<file path="config.mk">
export PLATFORM = sky130hd
export DESIGN_NAME = sync_word_length_deframer
export DESIGN_NICKNAME = d
export VERILOG_FILES = /design/src/rtl/swld_pkg.sv /design/src/rtl/swld_parse.sv /design/src/rtl/swld_out.sv /design/src/rtl/sync_word_length_deframer.sv
export SDC_FILE = /design/constraint.sdc
export NUM_CORES = 1
export LEC_CHECK = 0
export ABC_CLOCK_PERIOD_IN_PS = 3500
export BUFFER_PORTS_ARGS = -buffer_cell sky130_fd_sc_hd__buf_2
export CAP_MARGIN = 20
export CORE_MARGIN = 10
export CORE_UTILIZATION = 57
export CTS_BUF_LIST = sky130_fd_sc_hd__clkbuf_8 sky130_fd_sc_hd__clkbuf_16
export CTS_CLUSTER_DIAMETER = 40
export CTS_CLUSTER_SIZE = 16
export DETAILED_ROUTE_END_ITERATION = 8
export GPL_TIMING_DRIVEN = 1
export PLACE_DENSITY = 0.85
export SYNTH_ARGS = -nofsm -noshare
export SYNTH_HDL_FRONTEND = slang
export SYNTH_SLANG_ARGS = --single-unit
export TNS_END_PERCENT = 50
</file>
<file path="constraint.sdc">
create_clock -name clock -period 3.5 [get_ports clock]
set_clock_uncertainty 0.2 [all_clocks]
set_input_delay 0.7 -clock clock [delete_from_list [all_inputs] [get_ports clock]]
set_output_delay 0.7 -clock clock [all_outputs]
set_load 0.005 [all_outputs]
</file>
<file path="src/rtl/swld_pkg.sv">
package swld_pkg;

   // Reset values of the sync word bytes
   localparam logic [7:0] SyncFirstReset  = 8'hDA;
   localparam logic [7:0] SyncSecondReset = 8'hBA;
   localparam logic [7:0] SyncThirdReset  = 8'hD0;
   localparam logic [7:0] SyncFourthReset = 8'h00;

   // Register indexes on the csr port
   localparam int unsigned CsrIndexWidth = 8;
   localparam logic [CsrIndexWidth-1:0] CsrSyncFirst  = 8'd0;
   localparam logic [CsrIndexWidth-1:0] CsrSyncSecond = 8'd1;
   localparam logic [CsrIndexWidth-1:0] CsrSyncThird  = 8'd2;
   localparam logic [CsrIndexWidth-1:0] CsrSyncFourth = 8'd3;

   // Four expected sync bytes, first byte at index 0
   typedef logic [3:0][7:0] sync_pattern_type;

   // Parser phase
   typedef enum logic [2:0] {
      PH_HUNT  = 3'd0,
      PH_SYNC1 = 3'd1,
      PH_SYNC2 = 3'd2,
      PH_SYNC3 = 3'd3,
      PH_LEN   = 3'd4,
      PH_DATA  = 3'd5
   } phase_type;

   // One result item
   typedef struct packed {
      logic       is_end;
      logic [7:0] data;
      logic [7:0] index;
      logic [7:0] count;
   } result_type;

endpackage

</file>
<file path="src/rtl/swld_parse.sv">
module swld_parse (
   input  logic                      clock,
   input  logic                      reset,
   input  logic                      advance,
   input  logic [7:0]                rx_byte,
   input  swld_pkg::sync_pattern_type sync_pattern,
   output logic                      emit,
   output swld_pkg::result_type      result
);

   swld_pkg::phase_type phase_ff, phase_in;
   logic [7:0] length_ff, length_in;
   logic [7:0] count_ff, count_in;
   logic       more_data;

   // Payload byte still to be delivered while count + 1 < length
   assign more_data = ({1'b0, count_ff} + 9'd1) < {1'b0, length_ff};

   // Next phase
   always_comb begin
      phase_in = phase_ff;
      case (phase_ff)
         swld_pkg::PH_HUNT: begin
            phase_in = (rx_byte == sync_pattern[0]) ? swld_pkg::PH_SYNC1 : swld_pkg::PH_HUNT;
         end
         swld_pkg::PH_SYNC1: begin
            phase_in = (rx_byte == sync_pattern[1]) ? swld_pkg::PH_SYNC2 : swld_pkg::PH_HUNT;
         end
         swld_pkg::PH_SYNC2: begin
            phase_in = (rx_byte == sync_pattern[2]) ? swld_pkg::PH_SYNC3 : swld_pkg::PH_HUNT;
         end
         swld_pkg::PH_SYNC3: begin
            phase_in = (rx_byte == sync_pattern[3]) ? swld_pkg::PH_LEN : swld_pkg::PH_HUNT;
         end
         swld_pkg::PH_LEN: begin
            phase_in = swld_pkg::PH_DATA;
         end
         swld_pkg::PH_DATA: begin
            phase_in = more_data ? swld_pkg::PH_DATA : swld_pkg::PH_HUNT;
         end
         default: begin
            phase_in = swld_pkg::PH_HUNT;
         end
      endcase
   end

   // Result and counters
   always_comb begin
      emit      = 1'b0;
      result    = '0;
      length_in = length_ff;
      count_in  = count_ff;
      case (phase_ff)
         swld_pkg::PH_LEN: begin
            length_in = rx_byte;
         end
         swld_pkg::PH_DATA: begin
            emit = 1'b1;
            if (more_data) begin
               result.data  = rx_byte;
               result.index = count_ff;
               count_in     = count_ff + 8'd1;
            end else begin
               result.is_end = 1'b1;
               result.count  = count_ff;
               count_in      = '0;
            end
         end
         default: begin
            emit = 1'b0;
         end
      endcase
   end

   always_ff @(posedge clock) begin
      if (reset) begin
         phase_ff  <= swld_pkg::PH_HUNT;
         length_ff <= '0;
         count_ff  <= '0;
      end else if (advance) begin
         phase_ff  <= phase_in;
         length_ff <= length_in;
         count_ff  <= count_in;
      end
   end

endmodule

</file>
<file path="src/rtl/swld_out.sv">
module swld_out (
   input  logic                 clock,
   input  logic                 reset,
   input  logic                 load,
   input  swld_pkg::result_type result_in,
   input  logic                 rsp_stall,
   output logic                 out_free,
   output logic                 rsp_valid,
   output swld_pkg::result_type rsp_result
);

   logic                 vld_ff, vld_in;
   swld_pkg::result_type res_ff;

   // Register can take a new result when empty or its content leaves now
   assign out_free = !vld_ff || !rsp_stall;
   assign vld_in   = load || (vld_ff && rsp_stall);

   always_ff @(posedge clock) begin
      if (reset) begin
         vld_ff <= 1'b0;
      end else begin
         vld_ff <= vld_in;
      end
   end

   always_ff @(posedge clock) begin
      if (load) begin
         res_ff <= result_in;
      end
   end

   assign rsp_valid  = vld_ff;
   assign rsp_result = res_ff;

endmodule

</file>
<file path="src/rtl/sync_word_length_deframer.sv">
// Length-prefixed frame parser. One byte is taken per transfer on req_ and
// up to one byte per clock is sustained. The parser hunts for the four-byte
// sync word in csr registers 0..3, reads the next byte as a length L, then
// delivers payload bytes 0..L-2 on rsp_ with their index; byte L-1 is dropped
// and a frame-end result (rsp_is_end high) carries the delivered count.
// L of 0 or 1 gives an empty frame. The input register feeds the parse logic,
// which feeds the result register. The rate drops below one byte per clock
// only while rsp_stall holds the result register full and the next byte would
// produce a result. Csr writes are always accepted and take effect from the
// next byte; write only while idle.
module sync_word_length_deframer (
   input  logic                               clock,
   input  logic                               reset,
   input  logic                               req_valid,
   output logic                               req_stall,
   input  logic [7:0]                         req_rx_byte,
   output logic                               rsp_valid,
   input  logic                               rsp_stall,
   output logic                               rsp_is_end,
   output logic [7:0]                         rsp_data,
   output logic [7:0]                         rsp_index,
   output logic [7:0]                         rsp_count,
   input  logic                               csr_valid,
   output logic                               csr_ready,
   input  logic [swld_pkg::CsrIndexWidth-1:0] csr_index,
   input  logic [7:0]                         csr_data
);

   swld_pkg::sync_pattern_type sync_ff, sync_in;
   swld_pkg::result_type       result, rsp_result;
   logic       in_vld_ff, in_vld_in;
   logic [7:0] in_byte_ff;
   logic       emit, out_free, advance;

   // Configuration registers
   assign csr_ready = 1'b1;

   always_comb begin
      sync_in = sync_ff;
      if (csr_valid) begin
         case (csr_index)
            swld_pkg::CsrSyncFirst:  sync_in[0] = csr_data;
            swld_pkg::CsrSyncSecond: sync_in[1] = csr_data;
            swld_pkg::CsrSyncThird:  sync_in[2] = csr_data;
            swld_pkg::CsrSyncFourth: sync_in[3] = csr_data;
            default:                 sync_in = sync_ff;
         endcase
      end
   end

   always_ff @(posedge clock) begin
      if (reset) begin
         sync_ff <= {swld_pkg::SyncFourthReset, swld_pkg::SyncThirdReset,
                     swld_pkg::SyncSecondReset, swld_pkg::SyncFirstReset};
      end else begin
         sync_ff <= sync_in;
      end
   end

   // Input register; the byte moves on unless its result finds the output full
   assign advance   = in_vld_ff && (!emit || out_free);
   assign req_stall = in_vld_ff && !advance;
   assign in_vld_in = req_stall ? in_vld_ff : req_valid;

   always_ff @(posedge clock) begin
      if (reset) begin
         in_vld_ff <= 1'b0;
      end else begin
         in_vld_ff <= in_vld_in;
      end
   end

   always_ff @(posedge clock) begin
      if (!req_stall) begin
         in_byte_ff <= req_rx_byte;
      end
   end

   swld_parse u_parse (
      .clock        (clock),
      .reset        (reset),
      .advance      (advance),
      .rx_byte      (in_byte_ff),
      .sync_pattern (sync_ff),
      .emit         (emit),
      .result       (result)
   );

   swld_out u_out (
      .clock      (clock),
      .reset      (reset),
      .load       (advance && emit),
      .result_in  (result),
      .rsp_stall  (rsp_stall),
      .out_free   (out_free),
      .rsp_valid  (rsp_valid),
      .rsp_result (rsp_result)
   );

   assign rsp_is_end = rsp_result.is_end;
   assign rsp_data   = rsp_result.data;
   assign rsp_index  = rsp_result.index;
   assign rsp_count  = rsp_result.count;

endmodule

</file>
==> qor.csv <==
metric,value,unit
Worst EP arrival,2.91,ns
Clock Pin Slew Worst Setup and Hold Paths,0.08,ns
Antenna Cells,0,
mean cell area of the mapped netlist,10.4,um^2
width of the chip,103,um
library cell with the highest instance count after synthesis,nor2_1,
status,finished clean,
warnings from Yosys,0,
max frequency,345,MHz
Chip Height,103,um
Cell Rows,30,
Boundary Pins,57,
startpoint of the tightest hold check path,sync_ff[22],
final cell utilization of the core,64.7,%
Post-synth ARST share,0,%
Clock Root Buffer,clkbuf_8,
post-synthesis instance total,374,
static power due to leakage,1.68,nW
average wire per standard cell,15.8,um
peak supply drop,325,uV
met2 Track Usage GR,25.8,%
R2R Path Start,u_parse.count_ff[0],
Die Footprint,10500,um^2
Hold WC Path Type,reg -> reg,
xor/xnor cell area share of the yosys netlist,8.32,%
worst-case clock buffer depth,2,
Final Wtd Congestion,0.898,
DRC violation count after routing,0,
Worst Reg-to-Reg Cells,10,
number of different library cells in the post-synthesis netlist,47,
met1 Track Usage GR,19.3,%
hold path endpoint,sync_ff[22],
H-tree levels,3,
R2R setup slack,0.60,ns
met3 global-route usage,3.49,%
GR peak layer,met2,
adder-cell share of the synthesized area,2.57,%
largest net degree at the start of global routing,43,
count of port buffers added during placement,55,
detail-routed via count per cell,5.54,
count of maximum capacitance violations,0,
summed negative setup slack over all endpoints,0,ns
count of pins over their slew limit,0,
Global Route Usage Sum,15.8,%
library cell with the largest summed area after synthesis,dfxtp_1,
via count of the first global-routing pass,2679,
area share of and/or/nand/nor cells after synthesis,19.2,%
capture point of the worst reg-to-reg path,u_out.rsp_result[15],
ratio of cells with drive above 1 in the final layout,20.0,%
minimum clock period after layout,2.90,ns
buffer count from post-CTS setup fixing,0,
Post-DP HPWL,5850,um
routed vias,2791,
critical path launch point type,flop,
Mapped Area,3900,um^2
Layout fillers,510,
post-synthesis register bit count,86,
crit path capture type,flop,
final setup violation count,0,
post_cts resized,0,
number of antenna violations at the first check in global routing,0,
fraction of the mapped netlist area in compound gates,9.76,%
"Req. time, crit path",3.51,ns
first-pass GRT wire length,13000,um
Post-CTS Hold Buffers,0,
post-synthesis mux area share,2.86,%
main combinational cell family by area after synthesis,simple AND/OR/NAND/NOR gates,
most common library cells after synthesis,"nor2_1 (59), dfxtp_1 (53), edfxtp_1 (33), xnor2_1 (26), and2_1 (24)",
core area,6720,um^2
Mapped Nets,411,
relative area change from synthesis to final layout,11.6,%
main area contributors after synthesis,"dfxtp_1 (27%), edfxtp_1 (25%), xnor2_1 (5.8%)",
power density over the cells,407,nW/um^2
antenna-violating nets left,0,
global route total overflow,0,
Tightest Pin Transition,0.667,ns
CTS tree,done,
setup repair after global routing missed its margin,false,
Nets,456,
drt total wl,7980,um
fraction of synthesized cell area taken by the top area cell type,27.2,%
Starting DRT DRC Count,134,
WS Path Type,reg -> reg,
WHS Path Cells,1,
number of flops mapped to enable cells by yosys,33,
clock buffer count from CTS,9,
"Seq/Total Area, Yosys",52.7,%
1st-pass router iterations,5,
Final period util,82.8,%
insertion delay of the later-clocked pin in the worst-skew pair,0.35,ns
final count of hold timing violations,0,
critical-path maximum fanout,17,
initial core utilization,58.0,%
number of clock sinks seen by CTS,86,
relative slew slack,55.3,%
most used flip-flop cell after synthesis,dfxtp_1,
-- placed cells by master (no fill, tap or decap), types with 4 or more instances in the layout --
| cell | n |
|---|---|
| a211o_1 | 9 |
| nand4_1 | 5 |
| ha_1 | 8 |
| nor2_1 | 59 |
| buf_2 | 55 |
| xnor2_1 | 26 |
| nand4b_1 | 4 |
| edfxtp_1 | 33 |
| nor2b_1 | 7 |
| and2_1 | 24 |
| a21oi_1 | 21 |
| a22o_1 | 6 |
| clkbuf_8 | 9 |
| nand2_1 | 5 |
| nor3_1 | 6 |
| nand3_1 | 11 |
| mux2i_1 | 10 |
| dfxtp_1 | 53 |
| inv_1 | 16 |
| xor2_1 | 11 |
| nor4_1 | 4 |
| a211o_2 | 4 |
-- worst max path at each step --
| stage | from | to | slack (ns) | cells past startpoint |
|---|---|---|---|---|
| 2_1_floorplan | u_parse.count_ff[0] | u_out.rsp_result[0] | 0.91 | 10 |
| 3_3_place_gp | u_parse.count_ff[0] | u_out.rsp_result[8] | 0.69 | 10 |
| 3_5_place_dp | u_parse.count_ff[0] | u_out.rsp_result[15] | 0.59 | 10 |
| 4_1_cts | u_parse.count_ff[0] | u_out.rsp_result[15] | 0.58 | 10 |
| 5_1_grt | u_parse.count_ff[0] | u_out.rsp_result[16] | 0.35 | 10 |
| 6_report | u_parse.count_ff[0] | u_out.rsp_result[15] | 0.60 | 10 |
-- report_power, final --
| part | total (mW) | internal [mW] | switching [mW] |
|---|---|---|---|
| sequential | 1.06 | 1.04 | 0.0177 |
| clock | 0.648 | 0.319 | 0.330 |
| combinational | 0.0654 | 0.0302 | 0.0353 |
-- logic make-up after synthesis --
family / Yosys count
adder cells (fa/ha/maj): 8
flip-flops: 86
AO/OA/AOI/OAI: 53
other: 1
XOR/XNOR: 37
AND/OR/NAND/NOR: 140
multiplexers: 11
buffers and inverters: 38
-- metrics by stage --
| stage | total power, mW | cell area (um^2) | instances | setup WS (ns) | hold slack, ns |
|---|---|---|---|---|---|
| floorplan | 1.11 | 3900 | 374 | 0.910 | 0.257 |
| global placement | 1.14 | 4170 | 488 | 0.687 | 0.266 |
| detailed placement | 1.14 | 4170 | 488 | 0.592 | 0.276 |
| CTS | 1.78 | 4350 | 504 | 0.582 | 0.294 |
| global route | 1.82 | 4350 | 504 | 0.348 | 0.312 |
| finish | 1.77 | 4350 | 504 | 0.601 | 0.296 |
-- flip-flops by register name (all words and copies together), names as in the netlist --
register and flops:
u_parse.phase_ff 3, in_vld_ff 1, in_byte_ff 8, u_out.rsp_valid 1
u_parse.length_ff 8, u_out.rsp_result 25, u_parse.count_ff 8, sync_ff 32
-- final cells by class --
cell class | count | area (um^2) | area share [%]
Clock buffer | 9 | 124 | 2.85
Clock inverter | 7 | 56.3 | 1.29
Inverter | 15 | 56.3 | 1.29
Multi-Input combinational cell | 250 | 1670 | 38.4
Sequential cell | 86 | 2050 | 47.2
Tap cell | 80 | 100 | 2.30
Timing Repair Buffer | 57 | 290 | 6.68
-- metal layers --
metal | up-vias | routed length, um
li1 | 1376 | -
met5 | - | 0
met2 | 93 | 3820
met1 | 1306 | 3370
met3 | 16 | 591
met4 | 0 | 197
-- critical path, stage by stage, from the launching register on --
cell	delay (ns)
dfxtp_1	0.43
ha_1	0.21
and3_1	0.22
nand3_1	0.10
xnor2_1	0.20
ha_1	0.28
a21o_1	0.16
a21oi_1	0.18
nand2_1	0.15
nor3_4	0.43
and2_1	0.21
Power figures use the tool's default switching activity.
